===== config.mk =====
export PLATFORM = sky130hd
export DESIGN_NAME = base32_decoder_core
export DESIGN_NICKNAME = d
export VERILOG_FILES = /design/src/rtl/b32d_pkg.sv /design/src/rtl/base32_decoder_core.sv /design/src/rtl/b32d_fifo.sv /design/src/rtl/b32d_front.sv /design/src/rtl/b32d_back.sv
export SDC_FILE = /design/constraint.sdc
export NUM_CORES = 1
export LEC_CHECK = 0
export BUFFER_PORTS_ARGS = -buffer_cell sky130_fd_sc_hd__buf_2
export CAP_MARGIN = 0
export CORE_AREA = 3 3 91 93
export CTS_BUF_LIST = sky130_fd_sc_hd__clkbuf_16
export DETAILED_ROUTE_END_ITERATION = 10
export DIE_AREA = 0 0 94 96
export HOLD_SLACK_MARGIN = 0.15
export PLACE_DENSITY = 0.58
export SYNTH_ARGS = -nofsm -noshare
export SYNTH_HDL_FRONTEND = slang
export SYNTH_SLANG_ARGS = --single-unit

===== constraint.sdc =====
create_clock -name clk -period 4.7 [get_ports clk]
set_clock_uncertainty 0.05 [all_clocks]
set_input_delay 0.705 -clock clk [delete_from_list [all_inputs] [get_ports clk]]
set_output_delay 0.705 -clock clk [all_outputs]
set_load 0.02 [all_outputs]

===== src/rtl/b32d_pkg.sv =====
// Shared types, codes and the character classifier for the base32 decoder.
package b32d_pkg;

  localparam int unsigned MidDepth = 2;
  localparam int unsigned OutDepth = 2;

  typedef enum logic [1:0] {
    ST_DECODING = 2'd0,
    ST_PADDED   = 2'd1,
    ST_INVALID  = 2'd2
  } status_t;

  typedef enum logic [1:0] {
    K_SYM = 2'd0,
    K_PAD = 2'd1,
    K_BAD = 2'd2
  } kind_t;

  // Classified character, front to back.
  typedef struct packed {
    kind_t      kind;
    logic [4:0] sym;
    logic       last;
  } cls_t;

  // One result item.
  typedef struct packed {
    logic       byte_valid;
    logic [7:0] data_byte;
    logic [1:0] status;
    logic       end_of_string;
  } res_t;

  localparam logic [7:0] ChUpperA = 8'h41;
  localparam logic [7:0] ChUpperZ = 8'h5A;
  localparam logic [7:0] ChLowerA = 8'h61;
  localparam logic [7:0] ChLowerZ = 8'h7A;
  localparam logic [7:0] ChDigit2 = 8'h32;
  localparam logic [7:0] ChDigit7 = 8'h37;
  localparam logic [7:0] ChPad    = 8'h3D;
  localparam logic [4:0] DigitBase = 5'd26;

  function automatic cls_t classify(input logic [7:0] c, input logic last);
    cls_t r;
    r.last = last;
    r.sym  = '0;
    r.kind = K_BAD;
    if (c >= ChUpperA && c <= ChUpperZ) begin
      r.kind = K_SYM;
      r.sym  = 5'(c - ChUpperA);
    end else if (c >= ChLowerA && c <= ChLowerZ) begin
      r.kind = K_SYM;
      r.sym  = 5'(c - ChLowerA);
    end else if (c >= ChDigit2 && c <= ChDigit7) begin
      r.kind = K_SYM;
      r.sym  = 5'(c - ChDigit2) + DigitBase;
    end else if (c == ChPad) begin
      r.kind = K_PAD;
    end
    return r;
  endfunction

endpackage


===== src/rtl/base32_decoder_core.sv =====
// Top level of the streaming base32 (RFC 4648) decoder.
//
//  channel | handshake      | payload
//  --------+----------------+-----------------------------------------------
//  input   | push / full    | char_code[7:0], last_char
//  result  | pop / empty    | byte_valid, data_byte[7:0], status[1:0],
//          |                | end_of_string
//
// One result item per input item, in order. Throughput is one item per cycle
// while neither side stalls; an accepted item is written into the classify
// queue, then the accumulator step writes its result into the result queue,
// from which it can be popped. The accumulator update is the only recurrence.
// rst is synchronous, active high; it empties both queues and clears the
// accumulator, bit count and status.
// Either side may stall: full rises only when the classify queue is full,
// which happens only when results back up through the result queue.
module base32_decoder_core #(
  parameter int unsigned MID_DEPTH = b32d_pkg::MidDepth,
  parameter int unsigned OUT_DEPTH = b32d_pkg::OutDepth
) (
  input  logic       clk,
  input  logic       rst,
  // input items
  input  logic       push,
  output logic       full,
  input  logic [7:0] char_code,
  input  logic       last_char,
  // result items
  output logic       empty,
  input  logic       pop,
  output logic       byte_valid,
  output logic [7:0] data_byte,
  output logic [1:0] status,
  output logic       end_of_string
);

  // front -> back queue
  logic           mid_pop;
  logic           mid_empty;
  b32d_pkg::cls_t mid_data;

  // back -> result queue
  logic           out_push;
  logic           out_full;
  b32d_pkg::res_t out_data;
  logic [$bits(b32d_pkg::res_t)-1:0] res_raw;
  b32d_pkg::res_t res;

  // Classification of each character, buffered.
  b32d_front #(
    .MID_DEPTH (MID_DEPTH)
  ) u_front (
    .clk       (clk),
    .rst       (rst),
    .push      (push),
    .full      (full),
    .char_code (char_code),
    .last_char (last_char),
    .mid_pop   (mid_pop),
    .mid_empty (mid_empty),
    .mid_data  (mid_data)
  );

  // Bit accumulator and status tracking.
  b32d_back u_back (
    .clk       (clk),
    .rst       (rst),
    .mid_empty (mid_empty),
    .mid_data  (mid_data),
    .mid_pop   (mid_pop),
    .out_full  (out_full),
    .out_push  (out_push),
    .out_data  (out_data)
  );

  // Result queue: decouples the accumulator from the consumer.
  b32d_fifo #(
    .W     ($bits(b32d_pkg::res_t)),
    .DEPTH (OUT_DEPTH)
  ) u_out_q (
    .clk   (clk),
    .rst   (rst),
    .push  (out_push),
    .wdata (out_data),
    .full  (out_full),
    .pop   (pop),
    .rdata (res_raw),
    .empty (empty)
  );

  assign res           = b32d_pkg::res_t'(res_raw);
  assign byte_valid    = res.byte_valid;
  assign data_byte     = res.data_byte;
  assign status        = res.status;
  assign end_of_string = res.end_of_string;

endmodule


===== src/rtl/b32d_fifo.sv =====
// Small register queue with push/full and pop/empty sides.
module b32d_fifo #(
  parameter int unsigned W     = 8,
  parameter int unsigned DEPTH = 2
) (
  input  logic         clk,
  input  logic         rst,
  input  logic         push,
  input  logic [W-1:0] wdata,
  output logic         full,
  input  logic         pop,
  output logic [W-1:0] rdata,
  output logic         empty
);

  localparam int unsigned PW = (DEPTH > 1) ? $clog2(DEPTH) : 1;
  localparam int unsigned CW = $clog2(DEPTH + 1);

  logic [W-1:0]  mem [DEPTH];
  logic [PW-1:0] wr_ptr;
  logic [PW-1:0] rd_ptr;
  logic [CW-1:0] count;
  logic          do_push;
  logic          do_pop;

  assign full    = (count == CW'(DEPTH));
  assign empty   = (count == '0);
  assign do_push = push && !full;
  assign do_pop  = pop && !empty;
  assign rdata   = mem[rd_ptr];

  always_ff @(posedge clk) begin
    if (do_push) begin
      mem[wr_ptr] <= wdata;
    end
  end

  always_ff @(posedge clk) begin
    if (rst) begin
      wr_ptr <= '0;
      rd_ptr <= '0;
      count  <= '0;
    end else begin
      if (do_push) begin
        wr_ptr <= (wr_ptr == PW'(DEPTH - 1)) ? '0 : wr_ptr + PW'(1);
      end
      if (do_pop) begin
        rd_ptr <= (rd_ptr == PW'(DEPTH - 1)) ? '0 : rd_ptr + PW'(1);
      end
      if (do_push && !do_pop) begin
        count <= count + CW'(1);
      end else if (do_pop && !do_push) begin
        count <= count - CW'(1);
      end
    end
  end

endmodule


===== src/rtl/b32d_front.sv =====
// Front end: sorts each character into symbol, pad or bad and queues it.
module b32d_front #(
  parameter int unsigned MID_DEPTH = b32d_pkg::MidDepth
) (
  input  logic           clk,
  input  logic           rst,
  input  logic           push,
  output logic           full,
  input  logic [7:0]     char_code,
  input  logic           last_char,
  input  logic           mid_pop,
  output logic           mid_empty,
  output b32d_pkg::cls_t mid_data
);

  b32d_pkg::cls_t cls;
  logic [$bits(b32d_pkg::cls_t)-1:0] q_rdata;

  assign cls = b32d_pkg::classify(char_code, last_char);

  b32d_fifo #(
    .W     ($bits(b32d_pkg::cls_t)),
    .DEPTH (MID_DEPTH)
  ) u_mid_q (
    .clk   (clk),
    .rst   (rst),
    .push  (push),
    .wdata (cls),
    .full  (full),
    .pop   (mid_pop),
    .rdata (q_rdata),
    .empty (mid_empty)
  );

  assign mid_data = b32d_pkg::cls_t'(q_rdata);

endmodule


===== src/rtl/b32d_back.sv =====
// Back end: bit accumulator, byte extraction and per-string status.
module b32d_back (
  input  logic           clk,
  input  logic           rst,
  input  logic           mid_empty,
  input  b32d_pkg::cls_t mid_data,
  output logic           mid_pop,
  input  logic           out_full,
  output logic           out_push,
  output b32d_pkg::res_t out_data
);

  logic [11:0]       acc;
  logic [2:0]        held;
  b32d_pkg::status_t stat;

  logic [11:0]       acc_next;
  logic [2:0]        held_next;
  b32d_pkg::status_t stat_next;
  logic [3:0]        bits;
  logic [11:0]       acc_shift;
  logic              fire;

  assign fire     = !mid_empty && !out_full;
  assign mid_pop  = fire;
  assign out_push = fire;

  always_comb begin
    acc_shift = {acc[6:0], mid_data.sym};
    bits      = {1'b0, held} + 4'd5;
    acc_next  = acc;
    held_next = held;
    stat_next = stat;
    out_data.byte_valid = 1'b0;
    out_data.data_byte  = '0;
    if (stat == b32d_pkg::ST_DECODING) begin
      unique case (mid_data.kind)
        b32d_pkg::K_SYM: begin
          acc_next = acc_shift;
          if (bits >= 4'd8) begin
            bits = bits - 4'd8;
            out_data.byte_valid = 1'b1;
            out_data.data_byte  = 8'(acc_shift >> bits);
          end
          held_next = bits[2:0];
        end
        b32d_pkg::K_PAD: stat_next = b32d_pkg::ST_PADDED;
        default:         stat_next = b32d_pkg::ST_INVALID;
      endcase
    end
    out_data.status        = stat_next;
    out_data.end_of_string = mid_data.last;
  end

  always_ff @(posedge clk) begin
    if (rst) begin
      acc  <= '0;
      held <= '0;
      stat <= b32d_pkg::ST_DECODING;
    end else if (fire) begin
      if (mid_data.last) begin
        acc  <= '0;
        held <= '0;
        stat <= b32d_pkg::ST_DECODING;
      end else begin
        acc  <= acc_next;
        held <= held_next;
        stat <= stat_next;
      end
    end
  end

`ifndef ASSERT_OFF
  // End of string leaves a clean slate.
  a_last_clears: assert property (@(posedge clk) disable iff (rst)
    fire && mid_data.last |=> held == 3'd0 && stat == b32d_pkg::ST_DECODING
                              && acc == 12'd0)
    else $error("state not cleared after last character");

  // Bytes come only from a string still decoding.
  a_byte_decoding: assert property (@(posedge clk) disable iff (rst)
    fire && out_data.byte_valid |-> out_data.status == b32d_pkg::ST_DECODING)
    else $error("byte emitted outside decoding");

  // Once stopped, a string's status never changes until its end.
  a_status_sticky: assert property (@(posedge clk) disable iff (rst)
    stat != b32d_pkg::ST_DECODING && !(fire && mid_data.last) |=> $stable(stat))
    else $error("stopped status changed mid-string");

  // No item moves back without a free output slot.
  a_no_overrun: assert property (@(posedge clk) disable iff (rst)
    out_push |-> !out_full && !mid_empty)
    else $error("back end moved an item without room");
`endif

endmodule

# Word-level counts from Yosys, hierarchy flattened

Memories as Yosys holds them, arrays and structs flattened. A register that Yosys moved wholly into a read port is not among the register bits.
Cells that the tools add are included.

Memories: 2
Word-level logic and storage cells: 100
Bits in registers: 20
Bits in writable memories: 40

Memories:

| memory              | depth | bits a word | rd ports | clocked after memory_dff | write ports | line            | RTL |
|---|---|---|---|---|---|---|---|
| u_out_q.mem         | 2     | 12          | 1        | 1                        | 1           | b32d_fifo.sv:19 | `logic [W-1:0] mem [DEPTH];` |
| u_front.u_mid_q.mem | 2     | 8           | 1        | 1                        | 1           | b32d_fifo.sv:19 |  |

Magnitude comparators: 7
Equality and inequality tests: 4
Add/subtract/negate cells: 14
Muxes and demuxes: 34
Shift-type cells: 1
Reductions and logical operators: 29

Operators with widths:

| operator              | number |
|---|---|
| $mux W7               | 5 |
| $mux W9               | 3 |
| $ge A8 B7 Y1 const B  | 2 |
| $le A8 B7 Y1 const B  | 2 |
| $mux W2               | 8 |
| $logic_and A1 B1 Y1   | 12 |
| $mux W1               | 12 |
| $mux W3               | 4 |
| $shr A12 B4 Y8        | 1 |
| $sub A5 B1 Y5 const B | 2 |
| $eq A8 B6 Y1 const B  | 1 |
| $ge A8 B6 Y1 const B  | 1 |
| $le A8 B6 Y1 const B  | 1 |
| $logic_not A1 Y1      | 8 |
| $logic_not A2 Y1      | 4 |
| $reduce_bool A2 Y1    | 4 |
| $add A5 B5 Y5 const B | 1 |
| $mux W5               | 1 |
| $sub A5 B5 Y5 const B | 1 |
| $add A1 B1 Y1 const B | 4 |
| $add A2 B1 Y2 const B | 2 |
| $add A3 B3 Y4 const B | 1 |
| $eq A2 B2 Y1 const B  | 2 |
| $ge A4 B4 Y1 const B  | 1 |
| 5 further kinds       | 6 |

# Logic depth before layout (Yosys ltp)

Depth after elaboration: 8
Mapped depth: 8

# By module

A second synthesis with hierarchy kept.

Cells, all modules: 269
Area total of the unflattened synthesis: 3,145.5 um^2

By module, submodules not included:

| module                      | area an instance (um^2) | seq. area each (um^2) | cells each | instances |
|---|---|---|---|---|
| b32d_fifo (u_out_q)         | 1,078.5                 | 820.8                 | 62         | 1 |
| b32d_back                   | 958.4                   | 240.2                 | 115        | 1 |
| b32d_fifo (u_front.u_mid_q) | 793.3                   | 580.6                 | 50         | 1 |
| b32d_front                  | 315.3                   | 0.0                   | 42         | 1 |

# Worst setup path after synthesis

OpenSTA, ideal clock, no wires.

Path type: register -> register
From: register with a tool-made name
To: memory u_out_q.mem[0][6] (netlist bit), data pin
Data arrival time: 1,856 ps
Clock period less this slack: 2,089 ps
Setup time: 184 ps
Required time: 4,466 ps
Path buffers: 2
Path slack: 2,611 ps
Stages on the path, launching flop included: 7
Cell sequence: dfxtp_1 -> buf_6 -> mux2_4 -> or4_4 -> or2_2 -> buf_2 -> a211oi_1

RTL lines:

| what      | line |
|---|---|
| to (decl) | b32d_fifo.sv:19 |

==> run_results.csv <==
group,metric,value,unit
placement,portBuffers,26,
run_status,status,"finished clean",
placement,dp_hpwl,3591,µm
critical_path,worstPathRequired,4.70,ns
power_and_ir_drop,pwr-share-comb,0.292,
yosys,yosys_warnings,0,
clock_network,clockBufferDepth,2,
clock_network,ctsHtreeMaxLevel,3,
power_and_ir_drop,peakVddDrop,0.0002038,V
clock_network,cts_root_buf,"clkbuf_16",
timing,post-route-period-util,0.5488,
critical_path,reg2reg_slack,2.12,ns
power_and_ir_drop,powerDensity,598.8,mW/mm²
floorplan,die_area,0.009024,mm²
critical_path,r2r-end,"u_out_q.mem[1][5]",
clock_network,cts_made_buffers,9,
timing,slew_violations,0,
timing,tns,0,ns
yosys,synth_top_area_frac,0.4051,
floorplan,rows,32,
yosys,synth.most_common_cell,"edfxtp_1",
route,drt-pass1-iter-count,4,
route,totalWireLength,4939,µm
yosys,synth_nets,272,
timing,clock.fmax,0.3877,GHz
timing,rsz0062_at_grt,"no",
timing,worst_slew_pin_slew,1.023,ns
floorplan,initial_core_util,0.3898,
critical_path,critPathCaptureType,"flip-flop",
hold_path,min_path_cells,1,
clock_network,clock_sinks,62,
yosys,syn_area,0.002965,mm²
route,remaining_drc_errors,0,
yosys,synth_cells,252,
hold_path,hold_path_end,"u_back.acc[2]",
yosys,async_reset_ff_frac,0,
global_routing,grt_pass1_vias,1821,
route,wire_per_inst,12.80,µm
timing,setup_violations,0,
critical_path,r2r-start,"u_back.held[0]",
power_and_ir_drop,p_total,0.002084,W
route,drt_iter0_markers,75,
clock_network,cts-resized-gates,0,
power_and_ir_drop,seqPwrFrac,0.391,
yosys,syn_avg_cell_area,11.77,µm²
clock_network,holdBufCountCts,0,
cells_and_area,diodes,0,
yosys,synth_edf_count,40,
timing,maxSlewHeadroom,0.3155,
yosys,yosysTopAreaCell,"edfxtp_1",
yosys,synth_common_cells,"edfxtp_1 (40), dfxtp_1 (22), nor2_1 (22), mux2i_1 (18)",
yosys,synth_cell_type_count,44,
power_and_ir_drop,p_sw,0.0006427,W
floorplan,die_h,96,µm
power_and_ir_drop,p_clk_frac,0.317,
route,viasPerCell,4.886,
run,drv_cap,0,
global_routing,grt_antenna_before_repair,0,
cells_and_area,area_growth,17.38,%
floorplan,die_width,94,µm
route,dr_total_vias,1886,
clock_network,cts_tree,"done",
critical_path,cp.arrival,2.58,ns
clock_network,cts_setup_buffers,0,
critical_path,start_kind,"flip-flop",
yosys,synth_seq_cells,62,
timing,finalHoldViolCount,0,
clock_network,clock_latency,0.32,ns
hold_path,hold_class,"flip-flop to flip-flop",
cells_and_area,final_nets,299,
critical_path,r2r_cells,5,
yosys,yosys-top-cells-area,"edfxtp_1 (41%), dfxtp_1 (15%), mux2i_1 (6.1%)",
critical_path,crit_fanout,16,
global_routing,grt_use_total,0.1192,
power_and_ir_drop,swShare,0.3083,
clock_network,clk_pin_slew,0.05,ns
hold_path,hold_start,"u_back.acc[2]",
global_routing,grt_pass1_wl,8390,µm
power_and_ir_drop,p_leak,1.307,nW
cells_and_area,drive_above_1_share,0.2183,
yosys,yosys_most_used_dff,"edfxtp_1",
global_routing,grt.overflow.total,0,
critical_path,setup.worst_path.class,"flip-flop to flip-flop",
global_routing,grt_start_max_net_pins,19,
timing,fin_crit,2.579,ns
yosys,ys_seq_area_frac,0.5536,
power_and_ir_drop,p_int,0.001442,W
placement,place.gp.congestion,0.8275,
floorplan,fp.coreArea,0.007607,mm²
route,postRouteAntennaNets,0,
floorplan,io_pins,27,
## worst max-delay path by stage
| stage | startpoint | to | slack (ns) | cells after the start |
|---|---|---|---|---|
| 6_report | u_back.held[0] | u_out_q.mem[1][5] | 2.12 | 5 |
| 5_1_grt | u_back.held[0] | u_out_q.mem[0][4] | 1.83 | 5 |
| 4_1_cts | u_back.held[0] | u_out_q.mem[1][3] | 2.14 | 5 |
| 3_5_place_dp | u_back.held[0] | u_out_q.mem[1][5] | 2.16 | 5 |
| 3_3_place_gp | u_back.held[0] | u_out_q.mem[0][5] | 2.19 | 5 |
| 2_1_floorplan | flip-flop | u_out_q.mem[0][6] | 2.61 | 6 |
## layout by cell type (no fill, tap or decap), types with 2 or more instances in the layout
master	netlist	routed
clkbuf_16	0	9
a211oi_1	4	4
nor2b_1	3	3
inv_1	10	11
or3_1	2	2
or2_2	3	3
nor3_1	9	9
xnor2_1	5	5
xor2_1	7	7
o21ai_0	10	10
buf_2	2	26
nor2_1	22	22
nand2b_1	5	5
mux2_2	15	15
bufinv_16	0	2
o22ai_1	2	2
dfxtp_1	22	22
a21oi_1	15	15
clkinv_1	2	5
ha_1	7	7
or4_4	2	2
a22o_1	3	3
mux2i_1	18	18
nand2_1	12	12
nor3b_1	2	2
edfxtp_1	40	40
o2bb2ai_1	6	6
## stage by stage
stage	hold WS (ns)	util	cell area [µm²]	worst slack [ns]	std cells
global placement	0.4247	0.4174	3176	2.193	370
finish	0.4377	0.4576	3481	2.121	386
global route	0.4717	0.4576	3481	1.826	386
floorplan	0.4029	-	2965	2.611	252
CTS	0.4357	0.4576	3481	2.144	386
detailed placement	0.4263	0.4174	3176	2.156	370
## power groups by stage
stage / Clock [W] / Combinational, W / Sequential, W
floorplan: 0 / 0.000502 / 0.000786
global placement: 0 / 0.000610 / 0.000821
detailed placement: 0 / 0.000612 / 0.000827
CTS: 0.000677 / 0.000617 / 0.000817
global route: 0.000702 / 0.000678 / 0.000830
finish: 0.000662 / 0.000608 / 0.000815
## worst max-delay path, cell delays in order, from the launching register on
cell and delay [ns]:
dfxtp_1 0.67, ha_1 0.56, clkinv_1 0.38, mux2i_1 0.22, a221oi_1 0.33, nor3_1 0.10
## final cells by class
class	count	area, µm²
fillers	710	4126
flip-flops and latches	62	1642
multi-input cells	168	1231
clock buffers	9	225.2
repair buffers	26	130.1
well taps	102	127.6
clock inverters	7	80.08
inverters	12	45.04
## state kept, by name, summed over array words and instances, names as in the netlist, named ones only
signal / cells
u_back.acc: 7
u_back.held: 3
u_back.stat: 2
u_front.u_mid_q.count: 2
u_front.u_mid_q.mem: 16
u_front.u_mid_q.rd_ptr: 1
u_front.u_mid_q.wr_ptr: 1
u_out_q.count: 2
u_out_q.mem: 24
u_out_q.rd_ptr: 1
u_out_q.wr_ptr: 1
## layer usage
layer  vias up  global-route usage  part of all wire
li1        979                   -                 -
met1       863              0.1451              0.47
met2        32              0.1969              0.47
met3        12             0.02424             0.039
met4         0             0.06859             0.027
met5         -                   0                 0
## cells by family after synthesis
group / synth area share
buffers and inverters: 0.03123
multiplexers: 0.1304
AO/OA/AOI/OAI: 0.1042
XOR/XNOR: 0.03544
adder cells (fa/ha/maj): 0.02953
flip-flops: 0.5536
AND/OR/NAND/NOR: 0.1156
Power figures use the tool's default switching activity.
